## config.mk

```make
export PLATFORM = sky130hd
export DESIGN_NAME = mwm_div_stage
export DESIGN_NICKNAME = d
export VERILOG_FILES = /design/src/rtl/mwm_pkg.sv /design/src/rtl/mwm_div_stage.sv
export SDC_FILE = /design/constraint.sdc
export NUM_CORES = 1
export LEC_CHECK = 0
export ABC_AREA = 1
export BUFFER_PORTS_ARGS = -buffer_cell sky130_fd_sc_hd__buf_4
export CAP_MARGIN = 25
export CORE_MARGIN = 2
export CORE_UTILIZATION = 52
export CTS_BUF_LIST = sky130_fd_sc_hd__clkbuf_8
export DETAILED_ROUTE_END_ITERATION = 8
export HOLD_SLACK_MARGIN = 0.12
export MAX_ROUTING_LAYER = met4
export PLACE_DENSITY_LB_ADDON = 0.15
export SLEW_MARGIN = 20
export SYNTH_ARGS = -nofsm -noshare
export SYNTH_HDL_FRONTEND = slang
export SYNTH_SLANG_ARGS = --single-unit
```

## constraint.sdc

```tcl
create_clock -name clk -period 7.3 [get_ports clk]
set_input_delay 0.365 -clock clk [delete_from_list [all_inputs] [get_ports clk]]
set_output_delay 0.365 -clock clk [all_outputs]
set_load 0.02 [all_outputs]
```

## src/rtl/mwm_pkg.sv

```systemverilog
// Shared widths, record types and register indexes for the mecanum wheel mixer.
// Used by every module of the block; depends on nothing.
package mwm_pkg;

	localparam int DATA_W     = 16;
	localparam int FRAC_BITS  = 15;
	localparam int SCALE_BITS = 12;
	localparam int SCALE_W    = 16;

	localparam int SPEED_W = DATA_W + 2;
	localparam int MAG_W   = SPEED_W - 1;
	localparam int QUO_W   = FRAC_BITS + 1;
	localparam int NORM_W  = QUO_W + 1;
	localparam int NUM_W   = MAG_W + FRAC_BITS;

	localparam int DIV_STEPS  = 4;
	localparam int DIV_STAGES = QUO_W / DIV_STEPS;
	localparam int NSTAGE     = 2 + DIV_STAGES + 3;

	localparam int TP_W   = NORM_W + SCALE_W + 1;
	localparam int CP_W   = DATA_W + SCALE_W + 1;
	localparam int TGT_W  = TP_W - SCALE_BITS;
	localparam int CUR_W  = CP_W - SCALE_BITS;
	localparam int DIFF_W = TGT_W + 1;
	localparam int PROD_W = DIFF_W + SCALE_W + 1;
	localparam int PROP_W = PROD_W - SCALE_BITS;
	localparam int SUM_W  = PROP_W + 1;

	localparam logic [MAG_W-1:0] ONE = MAG_W'(1) << FRAC_BITS;

	localparam int CFG_ADDR_W = 2;
	localparam logic [CFG_ADDR_W-1:0] REG_TARGET_SCALE   = 2'd0;
	localparam logic [CFG_ADDR_W-1:0] REG_VELOCITY_SCALE = 2'd1;
	localparam logic [CFG_ADDR_W-1:0] REG_PROP_GAIN      = 2'd2;

	localparam logic [SCALE_W-1:0] TARGET_SCALE_RST   = 16'd4096;
	localparam logic [SCALE_W-1:0] VELOCITY_SCALE_RST = 16'd4096;
	localparam logic [SCALE_W-1:0] PROP_GAIN_RST      = 16'd0;

	typedef logic signed [DATA_W-1:0] data_t;

	typedef struct packed {
		logic                      neg;
		logic [MAG_W-1:0]          rem;
		logic [QUO_W-1:0]          nq;
		logic signed [DATA_W-1:0]  vel;
		logic signed [SPEED_W-1:0] raw;
	} lane_t;

	typedef struct packed {
		lane_t [3:0]      lane;
		logic [MAG_W-1:0] mag_max;
		logic             norm;
		logic             cor_en;
	} div_t;

endpackage

```

## src/rtl/mwm_div_stage.sv

```systemverilog
// One stage of the restoring divider that scales the wheel speeds by the largest magnitude.
// Resolves four quotient bits for all four wheels; depends on mwm_pkg.
module mwm_div_stage (
	input  logic          clk,
	input  logic          en,
	input  mwm_pkg::div_t d_in,
	output mwm_pkg::div_t d_sk
);
	import mwm_pkg::*;

	div_t           d_nxt;
	logic [MAG_W:0] t;
	logic           ge;

	always_comb begin
		d_nxt = d_in;
		t     = '0;
		ge    = 1'b0;
		for (int i = 0; i < 4; i++) begin
			for (int j = 0; j < DIV_STEPS; j++) begin
				t  = {d_nxt.lane[i].rem, d_nxt.lane[i].nq[QUO_W-1]};
				ge = t >= {1'b0, d_in.mag_max};
				d_nxt.lane[i].rem = ge ? MAG_W'(t - {1'b0, d_in.mag_max}) : MAG_W'(t);
				d_nxt.lane[i].nq  = {d_nxt.lane[i].nq[QUO_W-2:0], ge};
			end
		end
	end

	always_ff @(posedge clk) begin
		if (en) begin
			d_sk <= d_nxt;
		end
	end

endmodule

```

==> results of run 1 <==
## cells by family after synthesis
| kind of cell | after synthesis | share of synthesized area [%] |
|---|---|---|
| compound gates | 550 | 11.7 |
| xor+xnor | 198 | 6.72 |
| fa+ha+maj | 288 | 14.4 |
| buf+inv | 435 | 6.81 |
| flops | 291 | 33.9 |
| simple gates | 1632 | 26.4 |
## metrics by stage
stage	util, %	cells
after CTS	86.0	5916
after floorplan	-	3394
after global placement	79.4	5619
after detailed placement	79.4	5619
## synthesized netlist by cell type, types with 16 or more instances
cell type	number	area, um^2
nor3_1	28	140
o21ai_0	167	836
o21bai_1	18	135
xnor2_1	86	753
o21ai_1	30	150
nand3_1	186	931
nand4_1	21	131
nand2_1	1137	4270
edfxtp_1	291	8740
or2_2	19	119
inv_1	377	1420
fa_1	16	320
ha_1	272	3400
nor2_1	174	653
buf_2	23	115
xor2_1	112	981
a21oi_1	254	1270
## timing repair
action / 4_1_cts
pin swaps: 9
hold endpoints to repair: 208
hold buffers: 208
endpoints found under the setup margin: 53
buffers inserted: 4
gates cloned: 2
gates resized for setup: 36
## routing by layer
metal,GRT overflow,global-route usage [%]
met1,0,68.4
met2,1,83.6
met3,1,51.8
met4,6,57.4
met5,-,-
==> flow_summary_export.csv, run 1 <==
group,metric,value,unit
die,fp.dieW,227,um
placement,place_ws,-897,ps
die,initial_core_util,52.7,%
placement,gp_congestion,1.06,
placement,hpwlAfterDp,92300,um
cts,cts_sinks,291,
global_routing,track_usage,67.7,%
synth,synth_area,25800,um^2
cts,htreeDepth,2,
placement,port_buffers,583,
cts,root_buffer,"clkbuf_8",
global_routing,grt_max_degree,156,
synth,avgSynthCellArea,7.60,um^2
run_status,error_line,"[ERROR GRT-0116] Global routing finished with congestion. Check the congestion regions in the DRC Viewer.",
placement,placed_area,38900,um^2
synth,netlist_instances,3394,
run_status,status,"stopped before the end",
synth,ys.flop_type,"edfxtp_1",
synth,ys_warn_count,0,
cts,clockBufferDepth,3,
cts,numCtsBuffers,48,
synth,ys_async_sr_fraction,0,%
die,core.rowCount,81,
synth,seq_area_frac_synth,33.9,%
die,pin_count,584,
run_status,lastStage,"5_1_grt",
global_routing,grt_overflow,8,
synth,synth-edff-count,291,
synth,ys_ff_latch,291,
global_routing,grt_pass1_wl,244000,um
synth,syn_nets,3975,
synth,yosysUniqueCellTypes,53,
global_routing,grt_pass1_vias,37475,
die,fp.dieH,227,um
==> run 2, diff against run 1 <==
CORE_UTILIZATION = 40   (was 52)
CTS_BUF_LIST = default   (was sky130_fd_sc_hd__clkbuf_8)
HOLD_SLACK_MARGIN = default   (was 0.12)
MAX_ROUTING_LAYER = default   (was met4)
clock period = 9.5 ns   (was 7.3 ns; I/O delays follow)
==> run 2 against run 1 <==
The flow now finishes without violations. Area after synthesis unchanged. Synthesized cell count unchanged.
==> flow_summary_export.csv, run 2 <==
group,metric,value,unit
power_and_ir_drop,leakage,16.4,nW
global_routing,antenna_found_initial,7,
synth,synth-edff-count,291,
synth,synth_area_leaders,"edfxtp_1, nand2_1, ha_1, inv_1, a21oi_1",
worst_hold_path,whs_path_depth,1,
synth,synth_common_cells,"nand2_1, inv_1, edfxtp_1",
sta,setup_violations,0,
die,pin_count,584,
setup_path,slowest_stage,"fa_1",
power_and_ir_drop,peakVddDrop,0.000181,V
cts,htreeDepth,2,
power_and_ir_drop,powerDensity,334,nW/um^2
flow_run,maxCapViolations,0,
die,initial_core_util,40.2,%
setup_path,path_buf_inv,7,
power_and_ir_drop,power,0.0109,W
synth,synth_adder_area_share,14.4,%
cells_and_area,largest-register,"d_sk",
synth,synth_top_family_by_area,"simple AND/OR/NAND/NOR gates",
cells_and_area,largest_reg_flops,291,
die,die_area,66600,um^2
setup_path,path_depth,53,
cts,cts.clk_slew.worst_paths,60,ps
cts,numCtsBuffers,36,
cells_and_area,layout_commonest_cell,"nand2_1",
global_routing,track_usage,25.8,%
cells_and_area,final_cell_mix,"nand2_1, buf_4, inv_1",
worst_hold_path,min_path_type,"input pin to flop",
run_status,status,"completed",
sta,worst_pin_slew,1010,ps
route,via_count,24931,
synth,yosys.area_share.xor_xnor,6.72,%
sta,hold_viol,0,
route,dr.pass1.iters,6,
route,drt_iter0_markers,1972,
route,drtAntennaViolNets,0,
cts,cts_tree,"done",
sta,period_share,92.3,%
synth,synthMuxAreaShare,0,%
synth,synth_compound_area_share,11.7,%
placement,port_buffers,583,
synth,yosysUniqueCellTypes,53,
die,core,64100,um^2
synth,ys_ff_latch,291,
cells_and_area,reg_top3,"d_sk x291",
synth,ys_async_sr_fraction,0,%
placement,hpwlAfterDp,73700,um
sta,max_slew_margin,32.6,%
sta,finalSetupTns,0,ps
global_routing,grt_overflow,0,
setup_path,path_class,"input pin to flop",
cts,clockBufferDepth,3,
route,drc_errors,0,
die,fp.dieW,258,um
synth,netlist_instances,3394,
die,core.rowCount,93,
route,drt_wl_total,89700,um
synth,yosysMostFrequentCell,"nand2_1",
global_routing,grt_pass1_wl,134000,um
sta,fmax,0.114,GHz
synth,avgSynthCellArea,7.60,um^2
die,fp.dieH,258,um
setup_path,critical-path-max-stage-delay,450,ps
global_routing,grt_max_degree,94,
setup_path,cp_common_cell,"nand2_1",
synth,seq_area_frac_synth,33.9,%
setup_path,arrival,9060,ps
cells_and_area,synthToLayoutAreaGrowth,26.7,%
cts,cts_sinks,291,
synth,syn_nets,3975,
route,viasPerCell,5.07,
setup_path,worstSetupStartpointType,"input pin",
setup_path,crit_path_max_fanout,22,
global_routing,grt_pass1_vias,23152,
cells_and_area,layout-drive-gt1-share,19.4,%
synth,post-synth-top-area-fraction,33.9,%
setup_path,cp.required,9790,ps
placement,gp_congestion,0.928,
cts,root_buffer,"clkbuf_16",
sta,slew_violations,0,
sta,layout_min_cycle_time,8770,ps
cells_and_area,fin_nets,4624,
route,wire_per_inst,18.2,um
synth,synth-simple-area-share,26.4,%
cells_and_area,n_fill_cell,6339,
synth,yosysTopAreaCell,"edfxtp_1",
synth,synth_area,25800,um^2
synth,ys.flop_type,"edfxtp_1",
setup_path,critPathTopFamily,"simple AND/OR/NAND/NOR gates",
synth,ys_warn_count,0,
setup_path,crit_path_end_kind,"flop",
run 2: cell counts after synthesis:
No cell type changed its count.
run 2: per-stage QoR:
stage	hold slack [ps]	instances	setup WS, ps	util [%]	instance area [um^2]
global placement	653	4856	-420	49.1	31500
detailed placement	654	4856	-413	49.1	31500
CTS	59.4	4915	162	50.8	32600
finish	90.4	4922	732	51.0	32700
global route	65.9	4919	-8.09	51.0	32700
floorplan	574	3394	1560	-	25800
run 2: per-layer routing:
metal  track usage (%)  routed length (um)  up-vias
li1                  -                   -    12663
met1              35.0               39300    11320
met2              43.0               41600      809
met3              3.94                6390      131
met4              6.74                2310        8
met5                 0                  55        -
run 2: layout make-up:
class                      instances  area, um^2  share of cell area (%)
multi-input combinational       2671       15400                    47.0
sequential                       291        8740                    26.7
timing repair buffer             654        4950                    15.2
antenna                            3        7.51                  0.0230
inverter                         389        1470                    4.51
clock buffer                      39         912                    2.79
tap                              855        1070                    3.27
clock inverter                    20         160                   0.490
run 2: power by group:
part	total, W	leakage (nW)	internal, W	switching, W
logic	0.00758	13.0	0.00282	0.00476
clock network	0.00128	0.520	0.000725	0.000559
registers	0.00207	2.85	0.00196	0.000107
run 2: final timing paths:
check | start | end | slack [ps]
setup / recovery | d_in[2] | d_sk[273]$_DFFE_PP_ | 730
hold / removal | d_in[162] | d_sk[162]$_DFFE_PP_ | 90
run 2: cells by family (layout without fill, tap and decap cells):
group                      after synthesis  in the layout
adders and majority gates              288            288
AOI/OAI and AO/OA                      550            552
other                                    0              3
xor gates and xnor gates               198            198
buffers and inverters                  435           1102
and+or+nand+nor                       1632           1633
DFF                                    291            291
run 2: what timing repair did:
action                                  4_1_cts  5_1_grt
buffers inserted                              0        1
endpoints found under the hold margin         0        0
hold buffers                                  0        0
endpoints found under the setup margin        0       35
resized for setup                             0       12
No activity file was read; power rests on OpenSTA's default activity.
