### src/rtl/mwm_pkg.sv
// Shared widths, record types and register indexes for the mecanum wheel mixer.
// Used by every module of the block; depends on nothing.
package mwm_pkg;

	localparam int DATA_W     = 16;
	localparam int FRAC_BITS  = 15;
	localparam int SCALE_BITS = 12;
	localparam int SCALE_W    = 16;

	localparam int SPEED_W = DATA_W + 2;
	localparam int MAG_W   = SPEED_W - 1;
	localparam int QUO_W   = FRAC_BITS + 1;
	localparam int NORM_W  = QUO_W + 1;
	localparam int NUM_W   = MAG_W + FRAC_BITS;

	localparam int DIV_STEPS  = 4;
	localparam int DIV_STAGES = QUO_W / DIV_STEPS;
	localparam int NSTAGE     = 2 + DIV_STAGES + 3;

	localparam int TP_W   = NORM_W + SCALE_W + 1;
	localparam int CP_W   = DATA_W + SCALE_W + 1;
	localparam int TGT_W  = TP_W - SCALE_BITS;
	localparam int CUR_W  = CP_W - SCALE_BITS;
	localparam int DIFF_W = TGT_W + 1;
	localparam int PROD_W = DIFF_W + SCALE_W + 1;
	localparam int PROP_W = PROD_W - SCALE_BITS;
	localparam int SUM_W  = PROP_W + 1;

	localparam logic [MAG_W-1:0] ONE = MAG_W'(1) << FRAC_BITS;

	localparam int CFG_ADDR_W = 2;
	localparam logic [CFG_ADDR_W-1:0] REG_TARGET_SCALE   = 2'd0;
	localparam logic [CFG_ADDR_W-1:0] REG_VELOCITY_SCALE = 2'd1;
	localparam logic [CFG_ADDR_W-1:0] REG_PROP_GAIN      = 2'd2;

	localparam logic [SCALE_W-1:0] TARGET_SCALE_RST   = 16'd4096;
	localparam logic [SCALE_W-1:0] VELOCITY_SCALE_RST = 16'd4096;
	localparam logic [SCALE_W-1:0] PROP_GAIN_RST      = 16'd0;

	typedef logic signed [DATA_W-1:0] data_t;

	typedef struct packed {
		logic                      neg;
		logic [MAG_W-1:0]          rem;
		logic [QUO_W-1:0]          nq;
		logic signed [DATA_W-1:0]  vel;
		logic signed [SPEED_W-1:0] raw;
	} lane_t;

	typedef struct packed {
		lane_t [3:0]      lane;
		logic [MAG_W-1:0] mag_max;
		logic             norm;
		logic             cor_en;
	} div_t;

endpackage

### src/rtl/mwm_mix.sv
// Mixing stages: four wheel speeds from the drive command, then the largest magnitude.
// Prepares the divider record; depends on mwm_pkg.
module mwm_mix (
	input  logic                clk,
	input  logic [1:0]          en,
	input  mwm_pkg::data_t      cmd_x,
	input  mwm_pkg::data_t      cmd_y,
	input  mwm_pkg::data_t      cmd_rotate,
	input  mwm_pkg::data_t      vel [4],
	input  logic                cor_en,
	output mwm_pkg::div_t       d_s2
);
	import mwm_pkg::*;

	logic signed [SPEED_W-1:0] x, y, r;
	logic signed [SPEED_W-1:0] mix [4];
	logic signed [SPEED_W-1:0] speed_s1 [4];
	data_t                     vel_s1 [4];
	logic                      cor_en_s1;
	logic [MAG_W-1:0]          mag [4];
	logic [MAG_W-1:0]          m01, m23, mmax;
	logic [NUM_W-1:0]          num [4];
	div_t                      d_nxt;

	assign x = SPEED_W'(cmd_x);
	assign y = SPEED_W'(cmd_y);
	assign r = SPEED_W'(cmd_rotate);

	assign mix[0] = x + y - r;
	assign mix[1] = x - y - r;
	assign mix[2] = -x + y - r;
	assign mix[3] = -x - y - r;

	always_ff @(posedge clk) begin
		if (en[0]) begin
			for (int i = 0; i < 4; i++) begin
				speed_s1[i] <= mix[i];
				vel_s1[i]   <= vel[i];
			end
			cor_en_s1 <= cor_en;
		end
	end

	always_comb begin
		for (int i = 0; i < 4; i++) begin
			mag[i] = speed_s1[i][SPEED_W-1] ? MAG_W'(-speed_s1[i]) : MAG_W'(speed_s1[i]);
			num[i] = {mag[i], {FRAC_BITS{1'b0}}};
		end
		m01  = (mag[0] > mag[1]) ? mag[0] : mag[1];
		m23  = (mag[2] > mag[3]) ? mag[2] : mag[3];
		mmax = (m01 > m23) ? m01 : m23;
		for (int i = 0; i < 4; i++) begin
			d_nxt.lane[i].neg = speed_s1[i][SPEED_W-1];
			d_nxt.lane[i].rem = MAG_W'(num[i][NUM_W-1:QUO_W]);
			d_nxt.lane[i].nq  = num[i][QUO_W-1:0];
			d_nxt.lane[i].vel = vel_s1[i];
			d_nxt.lane[i].raw = speed_s1[i];
		end
		d_nxt.mag_max = mmax;
		d_nxt.norm    = mmax > ONE;
		d_nxt.cor_en  = cor_en_s1;
	end

	always_ff @(posedge clk) begin
		if (en[1]) begin
			d_s2 <= d_nxt;
		end
	end

endmodule

### config.mk
export PLATFORM = sky130hd
export DESIGN_NAME = mwm_mix
export DESIGN_NICKNAME = d
export VERILOG_FILES = /design/src/rtl/mwm_pkg.sv /design/src/rtl/mwm_mix.sv
export SDC_FILE = /design/constraint.sdc
export NUM_CORES = 1
export LEC_CHECK = 0
export ABC_AREA = 1
export BUFFER_PORTS_ARGS = -buffer_cell sky130_fd_sc_hd__buf_2
export CAP_MARGIN = 10
export CORE_UTILIZATION = 42
export CTS_BUF_LIST = sky130_fd_sc_hd__clkbuf_8
export DETAILED_ROUTE_END_ITERATION = 10
export GPL_ROUTABILITY_DRIVEN = 0
export PLACE_DENSITY = 0.67
export SLEW_MARGIN = 20
export SYNTH_ARGS = -nofsm -noshare
export SYNTH_HDL_FRONTEND = slang
export SYNTH_SLANG_ARGS = --single-unit
### constraint.sdc
create_clock -name clk -period 9.83 [get_ports clk]
set_clock_uncertainty 0.2 [all_clocks]
set_input_delay 1.966 -clock clk [delete_from_list [all_inputs] [get_ports clk]]
set_output_delay 1.966 -clock clk [all_outputs]
set_load 0.005 [all_outputs]
==> impl_metrics.csv <==
group,metric,value,unit
power_and_ir_drop,power_leakage,10.5,nW
finish,fillers,4215,
grt,grt_pass1_wl,76.8,mm
timing,period_needed,6.91,ns
timing,final_max_slew_viol_count,0,
power_and_ir_drop,pwr-share-seq,33.3,%
grt,first_global_vias,13400,
grt,grt_max_degree,91,
power_and_ir_drop,totalPowerFinal,7.31,mW
timing,slew-limit-headroom,31.6,%
setup_path,worst_setup_path_end_kind,"flop",
route,vias_per_cell,4.96,
placed_design,dp_slack,3.09,ns
power_and_ir_drop,max-vdd-ir-drop,271,uV
route,wl_met1,21.1,mm
setup_path,cp-start-kind,"flop",
flow_run,drv_cap,0,
route,drtPass1Iterations,5,
yosys,synth_edf_count,352,
floorplanning,start_util,42.4,%
power_and_ir_drop,swShare,43.5,%
clock_tree,cts_buffers,57,
route,routed_wl,52.5,mm
timing,fmax,0.145,GHz
yosys,synth_cell_type_count,51,
setup_path,r2r_cells,36,
clock_tree,ctsHoldBuffers,0,
power_and_ir_drop,clockPowerShare,17.4,%
finish,nNetsFinal,2393,
timing,period_share,70.3,%
yosys,yosysMostFrequentCell,"edfxtp_1",
placed_design,dpl.hpwl,42.5,mm
timing,grt_setup_unrepaired,"no",
clock_tree,tritoncts,"yes",
yosys,synth_cells,1705,
floorplanning,rows,79,
yosys,synth_area,0.0197,mm^2
timing,fin_ws,2.92,ns
timing,setup_tns,0,ns
worst_hold_path,min_to,"d_s2[49]$_DFFE_PP_",
floorplanning,top_level_ports,407,
setup_path,path_delay_family,"simple AND/OR/NAND/NOR gates",
timing,worstMarginPinSlew,1.03,ns
floorplanning,die_x,219,um
yosys,async_flop_share,0,%
outcome,status,"completed",
finish,antennaDiodeCount,0,
floorplanning,dieArea,0.0478,mm^2
power_and_ir_drop,combPwrFrac,49.3,%
route,route.met3.wl,4.26,mm
setup_path,max_stage_delay,0.60,ns
yosys,yosys_warnings,0,
clock_tree,cts.sinks,352,
power_and_ir_drop,p_per_area,319,mW/mm^2
route,vias,13600,
finish,layout-drive-gt1-share,24.3,%
setup_path,regToRegEndpoint,"d_s2[1]$_DFFE_PP_",
worst_hold_path,min_path_type,"flop to flop",
yosys,syn_avg_cell_area,11.6,um^2
clock_tree,clk_path_buf_depth,3,
worst_hold_path,holdCritStartpoint,"vel_s1[0][12]$_DFFE_PP_",
yosys,yosys.area.top_type,"edfxtp_1",
finish,finish.utilization,49.4,%
setup_path,critical_path_buf_inv_count,5,
route,route.met2.wl,25.1,mm
yosys,yosys_most_used_dff,"edfxtp_1",
route,ant_nets,0,
grt,gr-usage-all-layers,21.6,%
route,drc,0,
grt,overflow,0,
yosys,synth_commonest_cells,"edfxtp_1, inv_1, nand2_1",
setup_path,regToRegSetupSlack,2.92,ns
clock_tree,cts-root-buf,"clkbuf_8",
clock_tree,cts.repair.resized,0,
finish,syn_to_final_growth,16.4,%
clock_tree,post-cts-setup-buffer-count,0,
grt,antenna_found_initial,4,
setup_path,cp.required,10.02,ns
floorplanning,die_h,219,um
route,wl_per_cell,19.2,um
setup_path,reg2reg_from,"speed_s1[0][0]$_DFFE_PP_",
clock_tree,cts.clk_slew.worst_paths,0.07,ns
timing,hold_viol_final,0,
clock_tree,insertion_delay,0.65,ns
setup_path,crit_slowest_cell,"nand2_1",
timing,hold_ws,0.217,ns
power_and_ir_drop,p_switching,3.18,mW
yosys,ys_ff_latch,352,
setup_path,crit_path_max_fanout,18,
yosys,synth_top_area_share,53.6,%
worst_hold_path,hold_depth,0,
setup_path,cp_common_cell,"nand2_1",
yosys,netlist_top_cells_area,"edfxtp_1, ha_1, fa_1, inv_1, xor2_1",
floorplanning,core_area,0.0465,mm^2
yosys,yosysSeqAreaShare,53.6,%
route,first_iter_violations,1015,
route,top_layer,"met5",
placed_design,portBuffers,342,
setup_path,arrival,7.10,ns
timing,final-setup-viol-count,0,
clock_tree,htreeDepth,2,
power_and_ir_drop,p_int,4.13,mW
setup_path,path_class,"flop to flop",
-- sequential cells by signal (all words and copies together) (netlist names) --
name and flops:
d_s2 217, speed_s1 70, vel_s1 64, cor_en_s1 1
-- area by class of cell --
class                           instances  area (um^2)  area share (%)
Sequential cell                       352        10600            46.1
Multi-Input combinational cell       1047         7670            33.4
Timing Repair Buffer                  345         1750            7.61
Inverter                              283         1060            4.63
Clock buffer                           57          785            3.42
Tap cell                              607          759            3.31
Clock inverter                         47          360            1.57
-- kinds of logic (layout without fill, tap and decap cells) --
| kind of cell | Yosys count | count (layout) | share of synthesized area, % |
|---|---|---|---|
| XOR/XNOR | 132 | 132 | 5.87 |
| other | 1 | 64 | 0.0190 |
| flip-flops | 352 | 352 | 53.6 |
| adder cells (fa/ha/maj) | 191 | 191 | 14.6 |
| AO/OA/AOI/OAI | 170 | 170 | 4.75 |
| AND/OR/NAND/NOR | 490 | 490 | 12.5 |
| buffers and inverters | 369 | 732 | 8.68 |
-- layer usage --
| metal | up-vias | GRT usage (%) |
|---|---|---|
| met4 | 2 | 9.28 |
| li1 | 6329 | - |
| met1 | 6520 | 26.9 |
| met2 | 617 | 36.5 |
| met3 | 124 | 4.16 |
| met5 | - | 0 |
-- stage by stage --
| stage | area (um^2) | instances |
|---|---|---|
| finish | 22900 | 2738 |
| global placement | 21800 | 2634 |
| detailed placement | 21800 | 2634 |
| CTS | 22900 | 2738 |
| global route | 22900 | 2738 |
| floorplan | 19900 | 1768 |
-- cells in the final DEF, fill, tap and decap left out, types with 4 or more instances in the layout --
cell,count
nand4_1,15
a21boi_0,4
nand2_1,198
and2_1,14
buf_2,340
edfxtp_1,352
buf_4,4
nand2_2,32
nand2_4,7
or2_2,12
nor2_2,8
a211oi_1,5
o21ai_1,4
fa_1,65
nor3_1,21
clkbuf_8,58
o21ai_0,51
nand3_1,76
xnor2_1,25
xor2_1,107
clkinv_2,12
bufinv_16,5
ha_1,126
clkinv_1,13
a31oi_1,9
nor2_1,64
nor4_1,4
nand3b_1,16
inv_2,10
a21oi_1,79
conb_1,64
nand3_2,14
inv_1,284
-- worst reg2reg max path, delay by kind of cell, from the launching register on --
kind / cells / cell delay [ns]
and+or+nand+nor: 21 / 3.00
xor gates and xnor gates: 1 / 0.24
AOI/OAI and AO/OA: 6 / 1.15
DFF: 1 / 0.52
buffers and inverters: 5 / 0.78
adders and majority gates: 3 / 0.76
-- how the worst max path moves through the flow --
stage	start	end	slack, ns	cells past startpoint
5_1_grt	speed_s1[0][0]$_DFFE_PP_	d_s2[1]$_DFFE_PP_	2.29	36
2_1_floorplan	cmd_x[0]	speed_s1[3][17]$_DFFE_PP_	4.29	19
4_1_cts	speed_s1[0][0]$_DFFE_PP_	d_s2[1]$_DFFE_PP_	3.08	35
3_3_place_gp	speed_s1[1][0]$_DFFE_PP_	d_s2[1]$_DFFE_PP_	3.29	36
3_5_place_dp	speed_s1[0][0]$_DFFE_PP_	d_s2[1]$_DFFE_PP_	3.09	35
6_report	speed_s1[0][0]$_DFFE_PP_	d_s2[1]$_DFFE_PP_	2.92	36
-- power by group through the flow --
stage | clock network [mW] | logic (mW) | registers, mW
final | 1.27 | 3.61 | 2.43
after global routing | 1.37 | 4.00 | 2.46
after CTS | 1.31 | 3.57 | 2.44
after detailed placement | 0 | 3.56 | 2.47
after global placement | 0 | 3.46 | 2.46
after floorplan | 0 | 2.54 | 2.36
Note: power is estimated with default switching activity, not from simulation.
